===== src/sv/keystroke_script_parser_assert.svh =====
// assertion helpers for the keystroke script parser
`ifndef KEYSTROKE_SCRIPT_PARSER_ASSERT_SVH
`define KEYSTROKE_SCRIPT_PARSER_ASSERT_SVH

// checked only while out of reset
`define KSP_ASSERT(label, prop, msg) \
  label: assert property (@(posedge clk) disable iff (!rst_n) prop) else $error(msg);

// checked on every edge, reset included
`define KSP_ASSERT_ALWAYS(label, prop, msg) \
  label: assert property (@(posedge clk) prop) else $error(msg);

`endif


===== src/sv/ksp_pkg.sv =====
`default_nettype none

package ksp_pkg;

  localparam logic [7:0] CHAR_TAB   = 8'd9;
  localparam logic [7:0] CHAR_LF    = 8'd10;
  localparam logic [7:0] CHAR_VT    = 8'd11;
  localparam logic [7:0] CHAR_FF    = 8'd12;
  localparam logic [7:0] CHAR_CR    = 8'd13;
  localparam logic [7:0] CHAR_SPACE = 8'd32;
  localparam logic [7:0] CHAR_PLUS  = 8'd43;
  localparam logic [7:0] CHAR_MINUS = 8'd45;
  localparam logic [7:0] CHAR_ZERO  = 8'd48;
  localparam logic [7:0] CHAR_NINE  = 8'd57;

  localparam logic [7:0]  TOKEN_GAP_RESET = 8'd5;
  localparam logic [15:0] DELAY_MAX       = 16'hFFFF;

  localparam logic [2:0] ACT_PRESS_CHAR = 3'd0;
  localparam logic [2:0] ACT_PRESS_KEY  = 3'd1;
  localparam logic [2:0] ACT_TYPE_CHAR  = 3'd2;
  localparam logic [2:0] ACT_WAIT       = 3'd3;
  localparam logic [2:0] ACT_SET_DEFAULT_DELAY = 3'd4;
  localparam logic [2:0] ACT_RELEASE_ALL = 3'd5;

  // names are right-justified strings, first char in the highest used byte
  typedef logic [95:0] name_t;

  localparam name_t      KW_STRING           = "STRING";
  localparam logic [3:0] KW_STRING_LEN       = 4'd6;
  localparam name_t      KW_DELAY            = "DELAY";
  localparam logic [3:0] KW_DELAY_LEN        = 4'd5;
  localparam name_t      KW_DEFAULTDELAY     = "DEFAULTDELAY";
  localparam logic [3:0] KW_DEFAULTDELAY_LEN = 4'd12;
  localparam name_t      KW_REM              = "REM";
  localparam logic [3:0] KW_REM_LEN          = 4'd3;

  localparam int KEY_COUNT = 34;

  typedef struct packed {
    name_t      name;
    logic [3:0] len;
    logic [4:0] id;
  } key_entry_t;

  typedef struct packed {
    logic       is_string;
    logic       is_delay;
    logic       is_defdelay;
    logic       is_rem;
    logic       key_hit;
    logic [4:0] key_id;
  } word_match_t;

  typedef struct packed {
    logic [2:0]  action;
    logic [7:0]  char_code;
    logic [4:0]  named_key;
    logic [15:0] delay_ms;
    logic        last;
  } result_t;

  function automatic key_entry_t key_entry(input logic [5:0] idx);
    key_entry_t e;
    case (idx)
      6'd0:  e = '{"ENTER",      4'd5,  5'd0};
      6'd1:  e = '{"CTRL",       4'd4,  5'd1};
      6'd2:  e = '{"SHIFT",      4'd5,  5'd2};
      6'd3:  e = '{"ALT",        4'd3,  5'd3};
      6'd4:  e = '{"GUI",        4'd3,  5'd4};
      6'd5:  e = '{"UP",         4'd2,  5'd5};
      6'd6:  e = '{"UPARROW",    4'd7,  5'd5};
      6'd7:  e = '{"DOWN",       4'd4,  5'd6};
      6'd8:  e = '{"DOWNARROW",  4'd9,  5'd6};
      6'd9:  e = '{"LEFT",       4'd4,  5'd7};
      6'd10: e = '{"LEFTARROW",  4'd9,  5'd7};
      6'd11: e = '{"RIGHT",      4'd5,  5'd8};
      6'd12: e = '{"RIGHTARROW", 4'd10, 5'd8};
      6'd13: e = '{"DELETE",     4'd6,  5'd9};
      6'd14: e = '{"PAGEUP",     4'd6,  5'd10};
      6'd15: e = '{"PAGEDOWN",   4'd8,  5'd11};
      6'd16: e = '{"HOME",       4'd4,  5'd12};
      6'd17: e = '{"ESC",        4'd3,  5'd13};
      6'd18: e = '{"INSERT",     4'd6,  5'd14};
      6'd19: e = '{"TAB",        4'd3,  5'd15};
      6'd20: e = '{"END",        4'd3,  5'd16};
      6'd21: e = '{"CAPSLOCK",   4'd8,  5'd17};
      6'd22: e = '{"F1",         4'd2,  5'd18};
      6'd23: e = '{"F2",         4'd2,  5'd19};
      6'd24: e = '{"F3",         4'd2,  5'd20};
      6'd25: e = '{"F4",         4'd2,  5'd21};
      6'd26: e = '{"F5",         4'd2,  5'd22};
      6'd27: e = '{"F6",         4'd2,  5'd23};
      6'd28: e = '{"F7",         4'd2,  5'd24};
      6'd29: e = '{"F8",         4'd2,  5'd25};
      6'd30: e = '{"F9",         4'd2,  5'd26};
      6'd31: e = '{"F10",        4'd3,  5'd27};
      6'd32: e = '{"F11",        4'd3,  5'd28};
      6'd33: e = '{"F12",        4'd3,  5'd29};
      // never matches: no word has length 15 with this name
      default: e = '{'0, 4'd15, 5'd0};
    endcase
    return e;
  endfunction

endpackage

`default_nettype wire


===== src/sv/ksp_word_match.sv =====
`default_nettype none

module ksp_word_match #(
  parameter int WORD_CHARS = 12,
  localparam int LEN_W = $clog2(WORD_CHARS + 1)
) (
  input  wire logic [WORD_CHARS-1:0][7:0] word_chars,
  input  wire logic [LEN_W-1:0]           word_length,
  input  wire logic                       word_overflow,
  output ksp_pkg::word_match_t            match
);

  function automatic logic word_is(input ksp_pkg::name_t name, input logic [3:0] len);
    logic ok;
    ok = !word_overflow && (word_length == LEN_W'(len));
    for (int i = 0; i < WORD_CHARS; i++) begin
      if (i < int'(len)) begin
        if (word_chars[i] != name[8*(int'(len)-1-i) +: 8]) begin
          ok = 1'b0;
        end
      end
    end
    return ok;
  endfunction

  always_comb begin : match_logic
    ksp_pkg::key_entry_t ent;
    match = '0;
    match.is_string   = word_is(ksp_pkg::KW_STRING, ksp_pkg::KW_STRING_LEN);
    match.is_delay    = word_is(ksp_pkg::KW_DELAY, ksp_pkg::KW_DELAY_LEN);
    match.is_defdelay = word_is(ksp_pkg::KW_DEFAULTDELAY, ksp_pkg::KW_DEFAULTDELAY_LEN);
    match.is_rem      = word_is(ksp_pkg::KW_REM, ksp_pkg::KW_REM_LEN);
    for (int k = 0; k < ksp_pkg::KEY_COUNT; k++) begin
      ent = ksp_pkg::key_entry(6'(k));
      if (word_is(ent.name, ent.len)) begin
        match.key_hit = 1'b1;
        match.key_id  = match.key_id | ent.id;
      end
    end
  end

endmodule

`default_nettype wire


===== src/sv/keystroke_script_parser.sv =====
// Keystroke script parser.
// Input channel (in_valid/in_ready): one script byte per beat, with
// in_end_of_script marking the end of the script (byte ignored, acts as a
// final line end). Carriage returns give no results.
// Output channel (out_valid/out_ready): zero to three action beats per input
// beat, in order; out_last marks the final action of that input byte.
// Configuration: cfg_wr_en/cfg_wr_data load the per-token gap in ms; write
// only while the block is idle.
// Results of a byte are registered and appear the cycle after it is accepted.
// Throughput: one input byte per cycle while each byte gives at most one
// action and out_ready is high; a byte giving more actions holds the input
// while the three-entry result buffer drains, one beat per ready cycle.
// A new byte is taken in the same cycle the last buffered beat is taken.
// When the receiver stalls, the buffer holds its beats and in_ready stays
// low while any of them is waiting.
// Reset (rst_n low, synchronous) empties the buffer, restores the gap to 5 ms
// and puts the parser at the start of a line.
`default_nettype none

`include "keystroke_script_parser_assert.svh"

module keystroke_script_parser #(
  parameter int WORD_CHARS = 12
) (
  input  wire logic        clk,
  input  wire logic        rst_n,
  input  wire logic        cfg_wr_en,
  input  wire logic [7:0]  cfg_wr_data,
  input  wire logic        in_valid,
  output logic             in_ready,
  input  wire logic [7:0]  in_script_byte,
  input  wire logic        in_end_of_script,
  output logic             out_valid,
  input  wire logic        out_ready,
  output logic [2:0]       out_action,
  output logic [7:0]       out_char_code,
  output logic [4:0]       out_named_key,
  output logic [15:0]      out_delay_ms,
  output logic             out_last
);

  localparam int IDX_W = $clog2(WORD_CHARS);
  localparam int LEN_W = $clog2(WORD_CHARS + 1);

  localparam logic [2:0] MODE_FIRST    = 3'd0;
  localparam logic [2:0] MODE_KEYS     = 3'd1;
  localparam logic [2:0] MODE_TYPE     = 3'd2;
  localparam logic [2:0] MODE_DELAY    = 3'd3;
  localparam logic [2:0] MODE_DEFDELAY = 3'd4;
  localparam logic [2:0] MODE_REM      = 3'd5;

  localparam logic [1:0] PH_SKIP   = 2'd0;
  localparam logic [1:0] PH_DIGITS = 2'd1;
  localparam logic [1:0] PH_DONE   = 2'd2;

  logic [7:0]                  token_gap_r;
  logic [2:0]                  parse_mode_r, parse_mode_nxt;
  logic [WORD_CHARS-1:0][7:0]  word_chars_r;
  logic [LEN_W-1:0]            word_length_r, word_length_nxt;
  logic                        word_overflow_r, word_overflow_nxt;
  logic [15:0]                 number_value_r, number_value_nxt;
  logic [1:0]                  number_phase_r, number_phase_nxt;
  logic                        number_negative_r, number_negative_nxt;
  ksp_pkg::result_t            res_r [3];
  ksp_pkg::result_t            res_nxt [3];
  logic [1:0]                  cnt_r, cnt_nxt;

  ksp_pkg::word_match_t        match;
  ksp_pkg::result_t            res_a, res_b, res_c;
  ksp_pkg::result_t            slot [3];
  logic                        a_en, b_en, c_en;
  logic [1:0]                  n_res;
  logic                        word_wr;
  logic                        in_acc;
  logic                        line_end;
  logic                        is_digit;
  logic                        press_en;
  logic [19:0]                 num_acc;
  logic [15:0]                 num_sat;

  ksp_word_match #(
    .WORD_CHARS(WORD_CHARS)
  ) u_match (
    .word_chars   (word_chars_r),
    .word_length  (word_length_r),
    .word_overflow(word_overflow_r),
    .match        (match)
  );

  assign in_ready = (cnt_r == 2'd0) || ((cnt_r == 2'd1) && out_ready);
  assign in_acc   = in_valid && in_ready;
  assign line_end = in_end_of_script || (in_script_byte == ksp_pkg::CHAR_LF);
  assign is_digit = (in_script_byte >= ksp_pkg::CHAR_ZERO) &&
                    (in_script_byte <= ksp_pkg::CHAR_NINE);
  assign press_en = !word_overflow_r && (word_length_r != '0) &&
                    ((word_length_r == LEN_W'(1)) || match.key_hit);

  // decimal accumulate with saturation
  assign num_acc = 20'(number_value_r) * 20'd10 + 20'(in_script_byte[3:0]);
  assign num_sat = (num_acc > 20'(ksp_pkg::DELAY_MAX)) ? ksp_pkg::DELAY_MAX : num_acc[15:0];

  always_comb begin
    res_a = '0;
    if (word_length_r == LEN_W'(1)) begin
      res_a.action    = ksp_pkg::ACT_PRESS_CHAR;
      res_a.char_code = word_chars_r[0];
    end else begin
      res_a.action    = ksp_pkg::ACT_PRESS_KEY;
      res_a.named_key = match.key_id;
    end
    res_c        = '0;
    res_c.action = ksp_pkg::ACT_RELEASE_ALL;
  end

  always_comb begin
    parse_mode_nxt      = parse_mode_r;
    word_length_nxt     = word_length_r;
    word_overflow_nxt   = word_overflow_r;
    number_value_nxt    = number_value_r;
    number_phase_nxt    = number_phase_r;
    number_negative_nxt = number_negative_r;
    word_wr             = 1'b0;
    a_en                = 1'b0;
    b_en                = 1'b0;
    c_en                = 1'b0;
    res_b               = '0;
    res_b.action        = ksp_pkg::ACT_WAIT;
    res_b.delay_ms      = {8'd0, token_gap_r};

    if (in_acc && (in_end_of_script || (in_script_byte != ksp_pkg::CHAR_CR))) begin
      case (parse_mode_r)
        MODE_FIRST, MODE_KEYS: begin
          if (line_end) begin
            if (parse_mode_r == MODE_FIRST) begin
              a_en = press_en;
            end else if ((word_length_r != '0) || word_overflow_r) begin
              a_en = press_en;
              b_en = 1'b1;
            end
          end else if (in_script_byte == ksp_pkg::CHAR_SPACE) begin
            if (parse_mode_r == MODE_FIRST && match.is_string) begin
              parse_mode_nxt = MODE_TYPE;
            end else if (parse_mode_r == MODE_FIRST &&
                         (match.is_delay || match.is_defdelay)) begin
              parse_mode_nxt      = match.is_delay ? MODE_DELAY : MODE_DEFDELAY;
              number_value_nxt    = '0;
              number_phase_nxt    = PH_SKIP;
              number_negative_nxt = 1'b0;
            end else if (parse_mode_r == MODE_FIRST && match.is_rem) begin
              parse_mode_nxt = MODE_REM;
            end else begin
              a_en           = press_en;
              b_en           = 1'b1;
              parse_mode_nxt = MODE_KEYS;
            end
            word_length_nxt   = '0;
            word_overflow_nxt = 1'b0;
          end else if (word_length_r < LEN_W'(WORD_CHARS)) begin
            word_wr         = 1'b1;
            word_length_nxt = word_length_r + LEN_W'(1);
          end else begin
            word_overflow_nxt = 1'b1;
          end
        end
        MODE_TYPE: begin
          if (!line_end) begin
            b_en            = 1'b1;
            res_b.action    = ksp_pkg::ACT_TYPE_CHAR;
            res_b.char_code = in_script_byte;
            res_b.delay_ms  = '0;
          end
        end
        MODE_DELAY, MODE_DEFDELAY: begin
          if (line_end) begin
            b_en           = 1'b1;
            res_b.action   = (parse_mode_r == MODE_DELAY) ? ksp_pkg::ACT_WAIT :
                                                            ksp_pkg::ACT_SET_DEFAULT_DELAY;
            res_b.delay_ms = number_negative_r ? '0 : number_value_r;
          end else begin
            case (number_phase_r)
              PH_SKIP: begin
                if (in_script_byte == ksp_pkg::CHAR_TAB || in_script_byte == ksp_pkg::CHAR_VT ||
                    in_script_byte == ksp_pkg::CHAR_FF ||
                    in_script_byte == ksp_pkg::CHAR_SPACE) begin
                  number_phase_nxt = PH_SKIP;
                end else if (in_script_byte == ksp_pkg::CHAR_MINUS ||
                             in_script_byte == ksp_pkg::CHAR_PLUS) begin
                  number_negative_nxt = (in_script_byte == ksp_pkg::CHAR_MINUS);
                  number_phase_nxt    = PH_DIGITS;
                end else if (is_digit) begin
                  number_phase_nxt = PH_DIGITS;
                  number_value_nxt = num_sat;
                end else begin
                  number_phase_nxt = PH_DONE;
                end
              end
              PH_DIGITS: begin
                if (is_digit) begin
                  number_value_nxt = num_sat;
                end else begin
                  number_phase_nxt = PH_DONE;
                end
              end
              default: ;
            endcase
          end
        end
        default: ;
      endcase

      if (line_end) begin
        c_en              = 1'b1;
        parse_mode_nxt    = MODE_FIRST;
        word_length_nxt   = '0;
        word_overflow_nxt = 1'b0;
      end
    end
  end

  // pack enabled results in order and mark the final one
  always_comb begin
    n_res   = 2'(a_en) + 2'(b_en) + 2'(c_en);
    slot[0] = a_en ? res_a : (b_en ? res_b : res_c);
    slot[1] = a_en ? (b_en ? res_b : res_c) : res_c;
    slot[2] = res_c;
    for (int i = 0; i < 3; i++) begin
      slot[i].last = (2'(i) == n_res - 2'd1);
    end

    res_nxt = res_r;
    cnt_nxt = cnt_r;
    if (in_acc) begin
      res_nxt = slot;
      cnt_nxt = n_res;
    end else if (out_valid && out_ready) begin
      res_nxt[0] = res_r[1];
      res_nxt[1] = res_r[2];
      cnt_nxt    = cnt_r - 2'd1;
    end
  end

  always_ff @(posedge clk) begin
    if (!rst_n) begin
      token_gap_r       <= ksp_pkg::TOKEN_GAP_RESET;
      parse_mode_r      <= MODE_FIRST;
      word_length_r     <= '0;
      word_overflow_r   <= 1'b0;
      number_value_r    <= '0;
      number_phase_r    <= PH_SKIP;
      number_negative_r <= 1'b0;
      cnt_r             <= 2'd0;
    end else begin
      if (cfg_wr_en) begin
        token_gap_r <= cfg_wr_data;
      end
      parse_mode_r      <= parse_mode_nxt;
      word_length_r     <= word_length_nxt;
      word_overflow_r   <= word_overflow_nxt;
      number_value_r    <= number_value_nxt;
      number_phase_r    <= number_phase_nxt;
      number_negative_r <= number_negative_nxt;
      cnt_r             <= cnt_nxt;
    end
  end

  always_ff @(posedge clk) begin
    res_r <= res_nxt;
    if (word_wr) begin
      word_chars_r[word_length_r[IDX_W-1:0]] <= in_script_byte;
    end
  end

  assign out_valid     = (cnt_r != 2'd0);
  assign out_action    = res_r[0].action;
  assign out_char_code = res_r[0].char_code;
  assign out_named_key = res_r[0].named_key;
  assign out_delay_ms  = res_r[0].delay_ms;
  assign out_last      = res_r[0].last;

  `KSP_ASSERT(a_more_after_not_last,
              out_valid && out_ready && !out_last |=> out_valid,
              "beat without last mark not followed by another")
  `KSP_ASSERT(a_full_ends_last, cnt_r == 2'd3 |-> res_r[2].last,
              "third buffered beat lacks last mark")
  `KSP_ASSERT(a_line_end_resets,
              in_acc && line_end |=> parse_mode_r == MODE_FIRST && word_length_r == '0,
              "line end did not restart line")
  `KSP_ASSERT(a_type_no_word,
              parse_mode_r == MODE_TYPE |-> word_length_r == '0 && !word_overflow_r,
              "word held while typing")
  `KSP_ASSERT_ALWAYS(a_reset_empties, !rst_n |=> cnt_r == 2'd0,
                     "result buffer not empty after reset")

endmodule

`default_nettype wire


===== config.mk =====
export PLATFORM = sky130hd
export DESIGN_NAME = keystroke_script_parser
export DESIGN_NICKNAME = d
export VERILOG_FILES = /design/src/sv/ksp_pkg.sv /design/src/sv/ksp_word_match.sv /design/src/sv/keystroke_script_parser.sv
export VERILOG_INCLUDE_DIRS = /design/src /design/src/sv
export SDC_FILE = /design/constraint.sdc
export NUM_CORES = 1
export LEC_CHECK = 0
export BUFFER_PORTS_ARGS = -buffer_cell sky130_fd_sc_hd__buf_2
export CAP_MARGIN = 5
export CORE_ASPECT_RATIO = 0.9
export CORE_MARGIN = 3
export CORE_UTILIZATION = 41
export CTS_BUF_LIST = sky130_fd_sc_hd__clkbuf_2 sky130_fd_sc_hd__clkbuf_4 sky130_fd_sc_hd__clkbuf_8
export DETAILED_ROUTE_END_ITERATION = 8
export HOLD_SLACK_MARGIN = 0.15
export PLACE_DENSITY = 0.66
export SETUP_SLACK_MARGIN = 0.1
export SLEW_MARGIN = 15
export SYNTH_ARGS = -nofsm -noshare
export SYNTH_HDL_FRONTEND = slang
export SYNTH_SLANG_ARGS = --single-unit

===== constraint.sdc =====
create_clock -name clk -period 4.3 [get_ports clk]
set_clock_uncertainty 0.1 [all_clocks]
set_input_delay 0.86 -clock clk [delete_from_list [all_inputs] [get_ports clk]]
set_output_delay 0.86 -clock clk [all_outputs]
set_load 0.02 [all_outputs]

Word level (Yosys, flattened, before mapping)
Index checks and enable logic that the tools add are counted.
Widths: inputs -> output; s select.
{"block": "totals", "output_inout_bits": 35, "register_bits": 200, "word_cells": 756, "input_bits": 22}
{"block": "classes", "n_reduce_logical": 47, "n_eq_ne": 138, "n_lt_le_gt_ge": 6, "mul": 1, "n_addsub": 6, "muxes": 527}
{"operator": "$mux 16", "count": 56}
{"operator": "$ne 8x7->1 const B", "count": 81}
{"operator": "$mux 1", "count": 307}
{"operator": "$mux 6", "count": 34}
{"operator": "$mux 66", "count": 3}
{"operator": "$mux 3", "count": 35}
{"operator": "$mux 2", "count": 51}
{"operator": "$mux 33", "count": 3}
{"operator": "$bwmux 96", "count": 1}
{"operator": "$ne 8x6->1 const B", "count": 12}
{"operator": "$pmux 16 s2", "count": 3}
{"operator": "$mux 4", "count": 16}
{"operator": "$mux 8", "count": 7}
{"operator": "$mux 11", "count": 3}
{"operator": "$demux 8 s4", "count": 1}
{"operator": "$eq 8x4->1 const B", "count": 4}
{"operator": "$eq 8x6->1 const B", "count": 3}
{"operator": "$logic_and 1x1->1", "count": 21}
{"operator": "$ne 3x3->1 const B", "count": 7}
{"operator": "$add 20x4->20", "count": 1}
{"operator": "$gt 20x16->1 const B", "count": 1}
{"operator": "$reduce_and 10->1", "count": 2}
{"operator": "$mul 16x3->19 const B", "count": 1}
{"operator": "$eq 4x3->1 const B", "count": 4}
{"operator": "other kinds (39)", "count": 68}

Logic depth before layout (Yosys ltp)
Gate-level depths: netlist of run 1.
{"block": "logic_depth", "depth_word": 76, "mapped_depth": 14}

Modules after synthesis
From an unflattened synthesis of run 1, not the netlist that was laid out.
{"block": "hier_totals", "hier_cells": 954, "hier_area_um2": 10829.1}
{"mod": "keystroke_script_parser", "n_inst": 1, "area_each_um2": 9111.2, "cells_per_inst": 702}
{"mod": "ksp_word_match", "n_inst": 1, "area_each_um2": 1717.9, "cells_per_inst": 252}

Worst setup path before layout of run 1
OpenSTA, ideal clock, no wires.
{"block": "synth_timing", "kind": "input -> register", "from": "input port in_script_byte[6]", "to": "register res_r[33] (netlist name) (data pin)", "setup_ps": 152, "setup_slack_ps": 271, "n_path_buf": 1, "path_stages": 11, "arrival_time_ps": 3776, "required_ps": 4048, "path_cell_list": "nor3b_2 nand2b_1 or3_1 or3_4 or4_4 a221o_2 inv_1 buf_4 fa_1 nand2b_1 o21ai_0"}
{"item": "start, declared", "line_no": "keystroke_script_parser.sv:31", "text": "input wire logic [7:0] in_script_byte,"}
{"item": "end signal, assigned", "line_no": "keystroke_script_parser.sv:267", "text": "res_r <= res_nxt;"}
{"item": "end, declared", "line_no": "keystroke_script_parser.sv:64", "text": "ksp_pkg::result_t res_r [3];"}

Worst setup path after layout of run 1
{"block": "layout_timing", "from": "register number_value_r[1]", "to": "register number_value_r[14]"}
{"block": "layout_between", "elab_chain_cells": 31, "word_cells_on_any_way": 35}
{"item": "start, declared", "line_no": "keystroke_script_parser.sv:61", "text": "logic [15:0] number_value_r, number_value_nxt;"}
{"item": "start signal, assigned", "line_no": "keystroke_script_parser.sv:259", "text": "number_value_r <= number_value_nxt;"}
{"item": "$mul 16x3->19 *", "line_no": "keystroke_script_parser.sv:99", "text": "assign num_acc = 20'(number_value_r) * 20'd10 + 20'(in_script_byte[3:0]);"}
{"item": "$add 20x4->20 *", "line_no": "keystroke_script_parser.sv:99"}
{"item": "$gt 20x16->1", "line_no": "keystroke_script_parser.sv:100", "text": "assign num_sat = (num_acc > 20'(ksp_pkg::DELAY_MAX)) ? ksp_pkg::DELAY_MAX : num_acc[15:0];"}
{"item": "$mux 16 *", "line_no": "keystroke_script_parser.sv:100"}
{"item": "$mux 16 *", "line_no": "keystroke_script_parser.sv:190, keystroke_script_parser.sv:198"}
{"item": "$mux 16", "line_no": "keystroke_script_parser.sv:186", "text": "end else if (in_script_byte == ksp_pkg::CHAR_MINUS ||"}
{"item": "$mux 16", "line_no": "keystroke_script_parser.sv:182", "text": "if (in_script_byte == ksp_pkg::CHAR_TAB || in_script_byte == ksp_pkg::CHAR_VT ||"}
{"item": "$mux 16", "line_no": "keystroke_script_parser.sv:180", "text": "case (number_phase_r)"}
{"item": "[... 15 more ...]"}
{"item": "$mux 16 *", "line_no": "keystroke_script_parser.sv:174", "text": "if (line_end) begin"}
{"item": "$mux 16 *", "line_no": "keystroke_script_parser.sv:131", "text": "case (parse_mode_r)"}
{"item": "$mux 16 *", "line_no": "keystroke_script_parser.sv:130", "text": "if (in_acc && (in_end_of_script || (in_script_byte != ksp_pkg::CHAR_CR))) begin"}
{"item": "$mux 16 *", "line_no": "keystroke_script_parser.sv:174"}
{"item": "$mux 16 *", "line_no": "keystroke_script_parser.sv:131"}
{"item": "$mux 16 *", "line_no": "keystroke_script_parser.sv:130"}
{"item": "$pmux 16 s2 *", "line_no": "keystroke_script_parser.sv:131"}
{"item": "$mux 16 *", "line_no": "keystroke_script_parser.sv:130"}
Every way passes the cells marked *; elsewhere a longest branch is shown, timed or not. The select of a mux whose other input is x is not followed.
A chain may end at the register's enable or synchronous reset.

==> results of run 1 <==
==> metrics by stage <==
stage | setup slack [ns] | utilization
after detailed placement | 0.0963 | 0.451
after CTS | 0.270 | 0.465
after floorplan | 0.271 | -
after global routing | 0.139 | 0.466
after global placement | 0.125 | 0.451
final | 0.374 | 0.466
==> where the power goes <==
group          total [mW]  internal (mW)  switching, mW
combinational       0.537          0.174          0.363
sequential           2.26           2.21         0.0513
clock                1.12          0.434          0.683
total                3.92           2.82           1.10
==> flip-flops by register name (all words and copies together), names as in the netlist, 3 cells and up <==
signal and count:
number_value_r 16, out_action 3, out_char_code 8, out_delay_ms 16, out_named_key 5, parse_mode_r 3, res_r 29, token_gap_r 8
word_chars_r 96, word_length_r 4
==> cells by family after synthesis <==
| kind of cell | after synthesis | synth area share |
|---|---|---|
| AO/OA/AOI/OAI | 185 | 0.122 |
| XOR/XNOR | 18 | 0.0148 |
| adder cells (fa/ha/maj) | 40 | 0.0490 |
| buffers and inverters | 87 | 0.0445 |
| flip-flops | 195 | 0.514 |
| multiplexers | 14 | 0.0135 |
| other | 2 | 0.000703 |
| AND/OR/NAND/NOR | 441 | 0.241 |
==> cell type report <==
cell class	instances	area, sq um
Sequential cell	195	5490
Multi-Input combinational cell	715	4790
Inverter	19	71.3
Clock inverter	12	103
Timing Repair Buffer	113	708
Tap cell	342	428
Fill cell	2373	13600
Clock buffer	20	256
Antenna cell	1	2.50
==> layout by cell type, fill, tap and decap left out, types with 11 or more instances in the layout <==
| cell type | instances |
|---|---|
| dfxtp_1 | 37 |
| inv_1 | 19 |
| a21oi_1 | 39 |
| o21ai_0 | 27 |
| nor3b_1 | 16 |
| and3_1 | 11 |
| o31ai_1 | 20 |
| nor2b_1 | 19 |
| nand3_1 | 34 |
| nor3_1 | 30 |
| edfxtp_1 | 158 |
| and2_1 | 20 |
| nand4b_1 | 12 |
| clkbuf_8 | 17 |
| buf_2 | 56 |
| xnor2_1 | 12 |
| nor2_1 | 79 |
| nand4_1 | 20 |
| nor4_1 | 25 |
| ha_1 | 37 |
| conb_1 | 17 |
| mux2i_1 | 11 |
| nand2b_1 | 18 |
| nand2_1 | 81 |
| a31oi_1 | 12 |
| a221o_1 | 14 |
| buf_4 | 57 |
==> timing repair <==
| action | 4_1_cts | 5_1_grt |
|---|---|---|
| buffers inserted | 0 | 1 |
| resized for setup | 0 | 3 |
| setup endpoints to repair | 0 | 12 |
==> worst paths after layout <==
check,cells after the start,to
worst max register to register,13,number_value_r[14]$_SDFFE_PN0P_
worst min register to register,2,token_gap_r[2]$_SDFFE_PN1P_
worst max-delay path,13,number_value_r[14]$_SDFFE_PN0P_
worst min-delay path,2,token_gap_r[2]$_SDFFE_PN1P_
==> routing by layer <==
layer,up-vias,global-route usage,part of all wire
met5,-,0,0
met4,0,0.0558,0.018
met3,34,0.0260,0.055
met2,266,0.307,0.43
met1,4031,0.330,0.49
li1,3891,-,-
==> worst max-delay path: cells and delay by family, from the launching register on <==
| kind | cells | cell delay, ns |
|---|---|---|
| adder cells (fa/ha/maj) | 3 | 0.95 |
| multiplexers | 1 | 0.29 |
| XOR/XNOR | 1 | 0.25 |
| AO/OA/AOI/OAI | 4 | 0.91 |
| buffers and inverters | 1 | 0.07 |
| flip-flops | 1 | 0.40 |
| AND/OR/NAND/NOR | 3 | 0.88 |
==> impl_metrics.ini, run 1 <==
[logic_synthesis]
synthCells = 982
yosys_warnings = 0
synth_commonest_cells = edfxtp_1 (158), nand2_1 (81), nor2_1 (79)
yosys-top-cells-area = edfxtp_1 (44%), dfxtp_1 (6.9%), ha_1 (4.3%)
synth_edf_count = 158
synth_seq_cells = 195
ys_dominant_reg_cell = edfxtp_1
netlist_area_sq_mm = 0.0107
yosysMostFrequentCell = edfxtp_1
yosysTopAreaCellShare = 0.444
synth_cell_types = 89
seq_area_frac_synth = 0.514
yosysTopAreaCell = edfxtp_1
synthArstFlopShare = 0
avgSynthCellArea_sq_um = 10.9

[place]
port_buffers = 56
place_hpwl_mm = 22.4
dpl.cell_count = 1383
gp_congestion = 0.993
dpl_cell_area_sq_mm = 0.0115

[clock_network]
hold_buffers = 0
cts.reportedPaths.clkPinSlew_ns = 0.10
cts_buffers = 17
cts.htree.levels = 4
cts_tree = done
cts_buffer_depth = 2
cts_root_buf = clkbuf_8
clk_latency_ns = 0.47
cts.sinks = 195

[global_route]
grt_pass1_vias = 7826
grt_pass1_wl_mm = 45.9
antenna_found_initial = 1
grt_use_total = 0.211
overflow = 0
grt_max_degree = 34

[routing]
route.detailed.drc = 0
ant_nets = 0
drt_pass1_iterations = 5
dr.first_iter.drc_count = 899
vias_per_cell = 5.80
avgRoutedWirePerCell_microns = 20.8
wirelength_mm = 29.5
vias = 8222

[critical_path]
startpoint = number_value_r[1]$_SDFFE_PN0P_
crit_fanout = 11
critPathKind = flip-flop to flip-flop
crit_top_cell = ha_1
critPathLaunchType = flip-flop
slowest_stage = or4_1
crit_chain = ha_1 -> ha_1 -> inv_1 -> fa_1 -> nand2b_1 -> a21oi_1 -> xor2_1 -> o311ai_2 -> or4_1 -> nand2_1 -> mux2_2 -> o21a_1 -> a221o_1
required_ns = 4.62
endpoint_kind = flip-flop
cp.arrival_ns = 4.25
regToRegSetupSlack_ns = 0.37
reg2reg_from = number_value_r[1]$_SDFFE_PN0P_
critical-path-max-stage-delay_ns = 0.61

[finish]
area_growth_pct = 10.9
final_cells = 1417
finalNetCount = 1123
drive_gt1_frac = 0.169
final_cell_area_sq_mm = 0.0118

[timing]
min_period_ns = 3.93
period_share = 0.913
fin_tns_setup_ns = 0
hold_viol = 0
holdWs_ns = 0.376
slew_headroom = 0.235
setup_viol_count_final = 0
rsz0062_at_grt = no
fmax_mhz = 255
tightest_slew_ns = 1.15
slew_violations = 0

[power_and_ir_drop]
leakagePower_nw = 4.21
power.total_mw = 3.92
p_per_area_mw_per_mm2 = 331
vdd_drop_max_mv = 0.179

[outcome]
run_status = finished, final reports clean

[floorplanning]
die_h_microns = 159
start_util = 0.420
die-area_sq_mm = 0.0280
die_w_microns = 176
rows = 55
pin_count = 57
coreArea_sq_mm = 0.0254

[min_path]
min_from = token_gap_r[2]$_SDFFE_PN1P_
hold_path_class = flip-flop to flip-flop

[job]
maxCapViolCount = 0
No activity file was read; power rests on OpenSTA's default activity.
==> run 2: changes to the inputs <==
- PLACE_DENSITY: 0.66 -> 0.54
- REMOVE_ABC_BUFFERS: not set -> 1
==> run 2 against run 1 <==
Wire length rose by 0.98%; sequential power barely moved; hold slack improved by 0.011 ns.
==> impl_metrics.ini, run 2 (synthesized netlist as in run 1, its figures left out) <==
[global_route]
antenna_found_initial = 0
overflow = 0
grt_pass1_vias = 7845
grt_pass1_wl_mm = 46.4
grt_max_degree = 36
grt_use_total = 0.213

[finish]
finalNetCount = 1125
regArea_sq_mm = 0.00549
drive_gt1_frac = 0.169
fill_cells = 2376
largest_reg_flops = 96
multi_input_area_sq_mm = 0.00478
final_cells = 1418
antenna_cells = 0
area_growth_pct = 11.5
most-common-layout-cells = edfxtp_1 (158), nand2_1 (81), nor2_1 (79)
final_common_cell = edfxtp_1

[routing]
drt_pass1_iterations = 5
wirelength_mm = 29.8
vias = 8143
ant_nets = 0
vias_per_cell = 5.74
route.detailed.drc = 0
dr.first_iter.drc_count = 864
avgRoutedWirePerCell_microns = 21.0

[critical_path]
endpoint_kind = flip-flop
r2r_cells = 13
critPathKind = flip-flop to flip-flop
crit_fanout = 11
required_ns = 4.56
cp.arrival_ns = 4.17
critPathLaunchType = flip-flop
regToRegSetupSlack_ns = 0.39

[power_and_ir_drop]
switching_share = 0.284
pwr-share-seq = 0.560
leakagePower_nw = 4.26
p_per_area_mw_per_mm2 = 338
vdd_drop_max_mv = 0.185
p_int_mw = 2.88
power_switching_mw = 1.14
p_clk_frac = 0.304
comb_power_share = 0.136

[floorplanning]
die-area_sq_mm = 0.0280
die_w_microns = 176
pin_count = 57
coreArea_sq_mm = 0.0254
start_util = 0.420
rows = 55
die_h_microns = 159

[timing]
min_period_ns = 3.91
rsz0062_at_grt = no
slew_violations = 0
holdWs_ns = 0.387
fmax_mhz = 255
period_share = 0.910
hold_viol = 0
tightest_slew_ns = 0.852
setup_viol_count_final = 0
fin_tns_setup_ns = 0
slew_headroom = 0.428

[clock_network]
cts_tree = done
hold_buffers = 0
ctsResizeCount = 0
postCtsSetupBuffers = 0
cts_root_buf = clkbuf_8
cts.htree.levels = 4
clk_latency_ns = 0.47
cts_buffers = 17
cts.sinks = 195
cts_buffer_depth = 2
cts.reportedPaths.clkPinSlew_ns = 0.10

[job]
maxCapViolCount = 0

[min_path]
worstHoldPathCells = 2
hold_path_class = flip-flop to flip-flop

[place]
dpl.cell_count = 1386
gp_congestion = 0.974
place_hpwl_mm = 22.5
port_buffers = 56

[outcome]
run_status = finished, final reports clean
-- run 2: cell types whose count changed in the layout (fill, tap and decap cells not counted), moves of 2 or more --
cell | previous run | this run
clkbuf_4 | 3 | 1
clkinv_2 | 2 | 0
clkinvlp_4 | 2 | 0
inv_6 | 3 | 5
-- run 2: layout make-up --
type | count | area share
sequential | 195 | 0.461
tap | 342 | 0.0360
multi-input combinational | 715 | 0.401
inverter | 19 | 0.00599
clock buffer | 18 | 0.0203
timing repair buffer | 115 | 0.0618
clock inverter | 14 | 0.0136
-- run 2: worst paths after layout --
path,startpoint,to
worst min register to register,token_gap_r[2]$_SDFFE_PN1P_,token_gap_r[2]$_SDFFE_PN1P_
worst min-delay path,token_gap_r[2]$_SDFFE_PN1P_,token_gap_r[2]$_SDFFE_PN1P_
worst max-delay path,number_value_r[2]$_SDFFE_PN0P_,number_value_r[12]$_SDFFE_PN0P_
worst max register to register,number_value_r[2]$_SDFFE_PN0P_,number_value_r[12]$_SDFFE_PN0P_
-- run 2: routing by layer --
layer / GRT usage / routed length, microns
met1: 0.335 / 14800
met2: 0.307 / 12800
met3: 0.0324 / 1730
met4: 0.0547 / 473
met5: 0 / 0
-- run 2: power groups by stage --
stage | Combinational (mW) | Sequential, mW | Clock (mW)
after CTS | 0.552 | 2.26 | 1.25
final | 0.546 | 2.25 | 1.22
after global routing | 0.593 | 2.27 | 1.34
after floorplan | 0.223 | 2.39 | 0
after detailed placement | 0.551 | 2.30 | 0
after global placement | 0.551 | 2.30 | 0
-- run 2: worst max-delay path, cell delays in order, from the launching register on --
cell,delay [ns]
dfxtp_1,0.48
ha_1,0.20
ha_1,0.19
inv_1,0.07
fa_1,0.42
nand2b_1,0.19
a21oi_1,0.28
xor2_1,0.25
o311ai_1,0.26
nor3_1,0.30
nand4_1,0.13
mux2_2,0.39
o21a_1,0.26
a221o_1,0.28
-- run 2: per-stage QoR --
stage / area, sq um / total power, mW / utilization / setup slack, ns
detailed placement: 11500 / 2.85 / 0.453 / 0.0762
global route: 11900 / 4.20 / 0.469 / 0.121
floorplan: 10300 / 2.62 / - / 0.0708
global placement: 11500 / 2.85 / 0.453 / 0.108
finish: 11900 / 4.02 / 0.469 / 0.386
CTS: 11900 / 4.06 / 0.468 / 0.415
==> run 3: changes to the inputs <==
- CELL_PAD_IN_SITES_DETAIL_PLACEMENT: not set -> 1
- CELL_PAD_IN_SITES_GLOBAL_PLACEMENT: not set -> 2
- CTS_BUF_LIST: sky130_fd_sc_hd__clkbuf_2 sky130_fd_sc_hd__clkbuf_4 sky130_fd_sc_hd__clkbuf_8 -> sky130_fd_sc_hd__clkbuf_2
- PLACE_DENSITY: 0.54 -> 0.77
==> run 3 against run 2 <==
Worst setup slack worse by 0.067 ns; sequential share of layout area is 0.14 points higher; first-iteration DRC count is 25% lower; fmax is 1.7% lower; design area is 0.27% lower; hold slack worse by 0.087 ns; flip-flop and latch count stayed put; wire length is 10% higher; register-to-register slack worse by 0.07 ns; die area stayed put; critical endpoint is now res_r[33]$_DFFE_PP_.
==> impl_metrics.ini, run 3 (synthesized netlist as in run 1, its figures left out) <==
[critical_path]
critPathLaunchType = flip-flop
regToRegSetupSlack_ns = 0.32
crit_fanout = 7
reg2reg_from = word_chars_r[13]$_DFFE_PP_
endpoint_kind = flip-flop
r2r_cells = 12
r2r_end = res_r[33]$_DFFE_PP_
cp.arrival_ns = 4.50
required_ns = 4.82
startpoint = word_chars_r[13]$_DFFE_PP_
critPathKind = flip-flop to flip-flop

[finish]
drive_gt1_frac = 0.173
finalNetCount = 1133
most-common-layout-cells = edfxtp_1 (158), nand2_1 (81), nor2_1 (79)
area_growth_pct = 11.2
fill_cells = 2823
final_common_cell = edfxtp_1
largest_reg_flops = 96
postLayoutCoreUtil = 0.467

[floorplanning]
die_h_microns = 159
start_util = 0.420
coreArea_sq_mm = 0.0254
pin_count = 57
die_w_microns = 176
die-area_sq_mm = 0.0280
rows = 55

[routing]
avgRoutedWirePerCell_microns = 23.1
dr.first_iter.drc_count = 644
vias = 8229
wirelength_mm = 32.9
vias_per_cell = 5.77
route.detailed.drc = 0
drt_pass1_iterations = 5
ant_nets = 0

[clock_network]
cts.reportedPaths.clkPinSlew_ns = 0.36
cts_root_buf = clkbuf_2
cts.sinks = 195
cts_buffers = 17
cts.htree.levels = 4
clk_latency_ns = 0.81
cts_tree = done
cts_buffer_depth = 2

[timing]
setup_slack_ns = 0.319
slew_headroom = 0.322
min_period_ns = 3.98
fmax_mhz = 251
holdWs_ns = 0.300
hold_viol = 0
rsz0062_at_grt = no
slew_violations = 0
fin_tns_setup_ns = 0
tightest_slew_ns = 1.01
setup_viol_count_final = 0
period_share = 0.926

[place]
gp_congestion = 0.928
place_hpwl_mm = 25.0
place_ws_ns = 0.00566
port_buffers = 56

[min_path]
worstHoldPathCells = 2
min_from = in_script_byte[5]
hold_path_class = primary input to flip-flop
whs_endpoint = word_chars_r[53]$_DFFE_PP_

[global_route]
grt_max_degree = 43
grt_pass1_vias = 8452
antenna_found_initial = 1
grt_use_total = 0.237
grt_pass1_wl_mm = 50.9
overflow = 0

[power_and_ir_drop]
power.total_mw = 3.78
p_per_area_mw_per_mm2 = 318
vdd_drop_max_mv = 0.166
leakagePower_nw = 4.25

[outcome]
run_status = finished, final reports clean

[job]
maxCapViolCount = 0
==> run 3: report_power, final <==
group          internal, mW  switching, mW  total [mW]
clock                 0.208          0.754       0.961
combinational         0.175          0.373       0.548
sequential             2.21         0.0554        2.27
total                  2.60           1.18        3.78
==> run 3: layout make-up <==
class                   instances  area [sq um]  area share
repair buffers                123           806      0.0679
inverters                      19          71.3     0.00601
flip-flops and latches        195          5490       0.462
diodes                          1          2.50    0.000211
well taps                     342           428      0.0361
multi-input cells             715          4800       0.405
clock buffers                  18          90.1     0.00759
clock inverters                14           180      0.0152
==> run 3: repair_timing <==
| item | 4_1_cts | 5_1_grt |
|---|---|---|
| buffers inserted | 0 | 2 |
| resized for setup | 0 | 7 |
| endpoints found under the hold margin | 8 | 0 |
| hold buffers | 9 | 0 |
| setup endpoints to repair | 0 | 17 |
==> run 3: layer usage <==
metal  up-vias  GRT usage  wire length [microns]
li1       3912          -                      -
met1      4094      0.362                  16700
met2       195      0.348                  14000
met3        28     0.0486                   1690
met4         0     0.0464                    444
met5         -          0                      0
==> run 3: worst max path at each step <==
| stage | end | depth (start not counted) |
|---|---|---|
| final | res_r[33]$_DFFE_PP_ | 12 |
| after global routing | res_r[33]$_DFFE_PP_ | 12 |
| after CTS | number_value_r[14]$_SDFFE_PN0P_ | 13 |
| after detailed placement | res_r[33]$_DFFE_PP_ | 11 |
| after global placement | res_r[33]$_DFFE_PP_ | 11 |
| after floorplan | res_r[33]$_DFFE_PP_ | 10 |
==> run 3: per-stage QoR <==
step	area, sq um	std cells
after floorplan	10300	929
after global placement	11500	1383
after detailed placement	11500	1383
after CTS	11800	1424
after global routing	11900	1427
final	11900	1427
==> run 3: critical path: stages, from the launching register on <==
cell and delay, ns:
edfxtp_1 0.52, nor4b_4 0.29, buf_4 0.23, nand3_1 0.14, or4_1 0.55, nor3_2 0.25, o21ai_1 0.15, o2111a_2 0.24
a221o_2 0.37, inv_1 0.10, fa_1 0.48, nand2b_1 0.17, o21ai_0 0.21
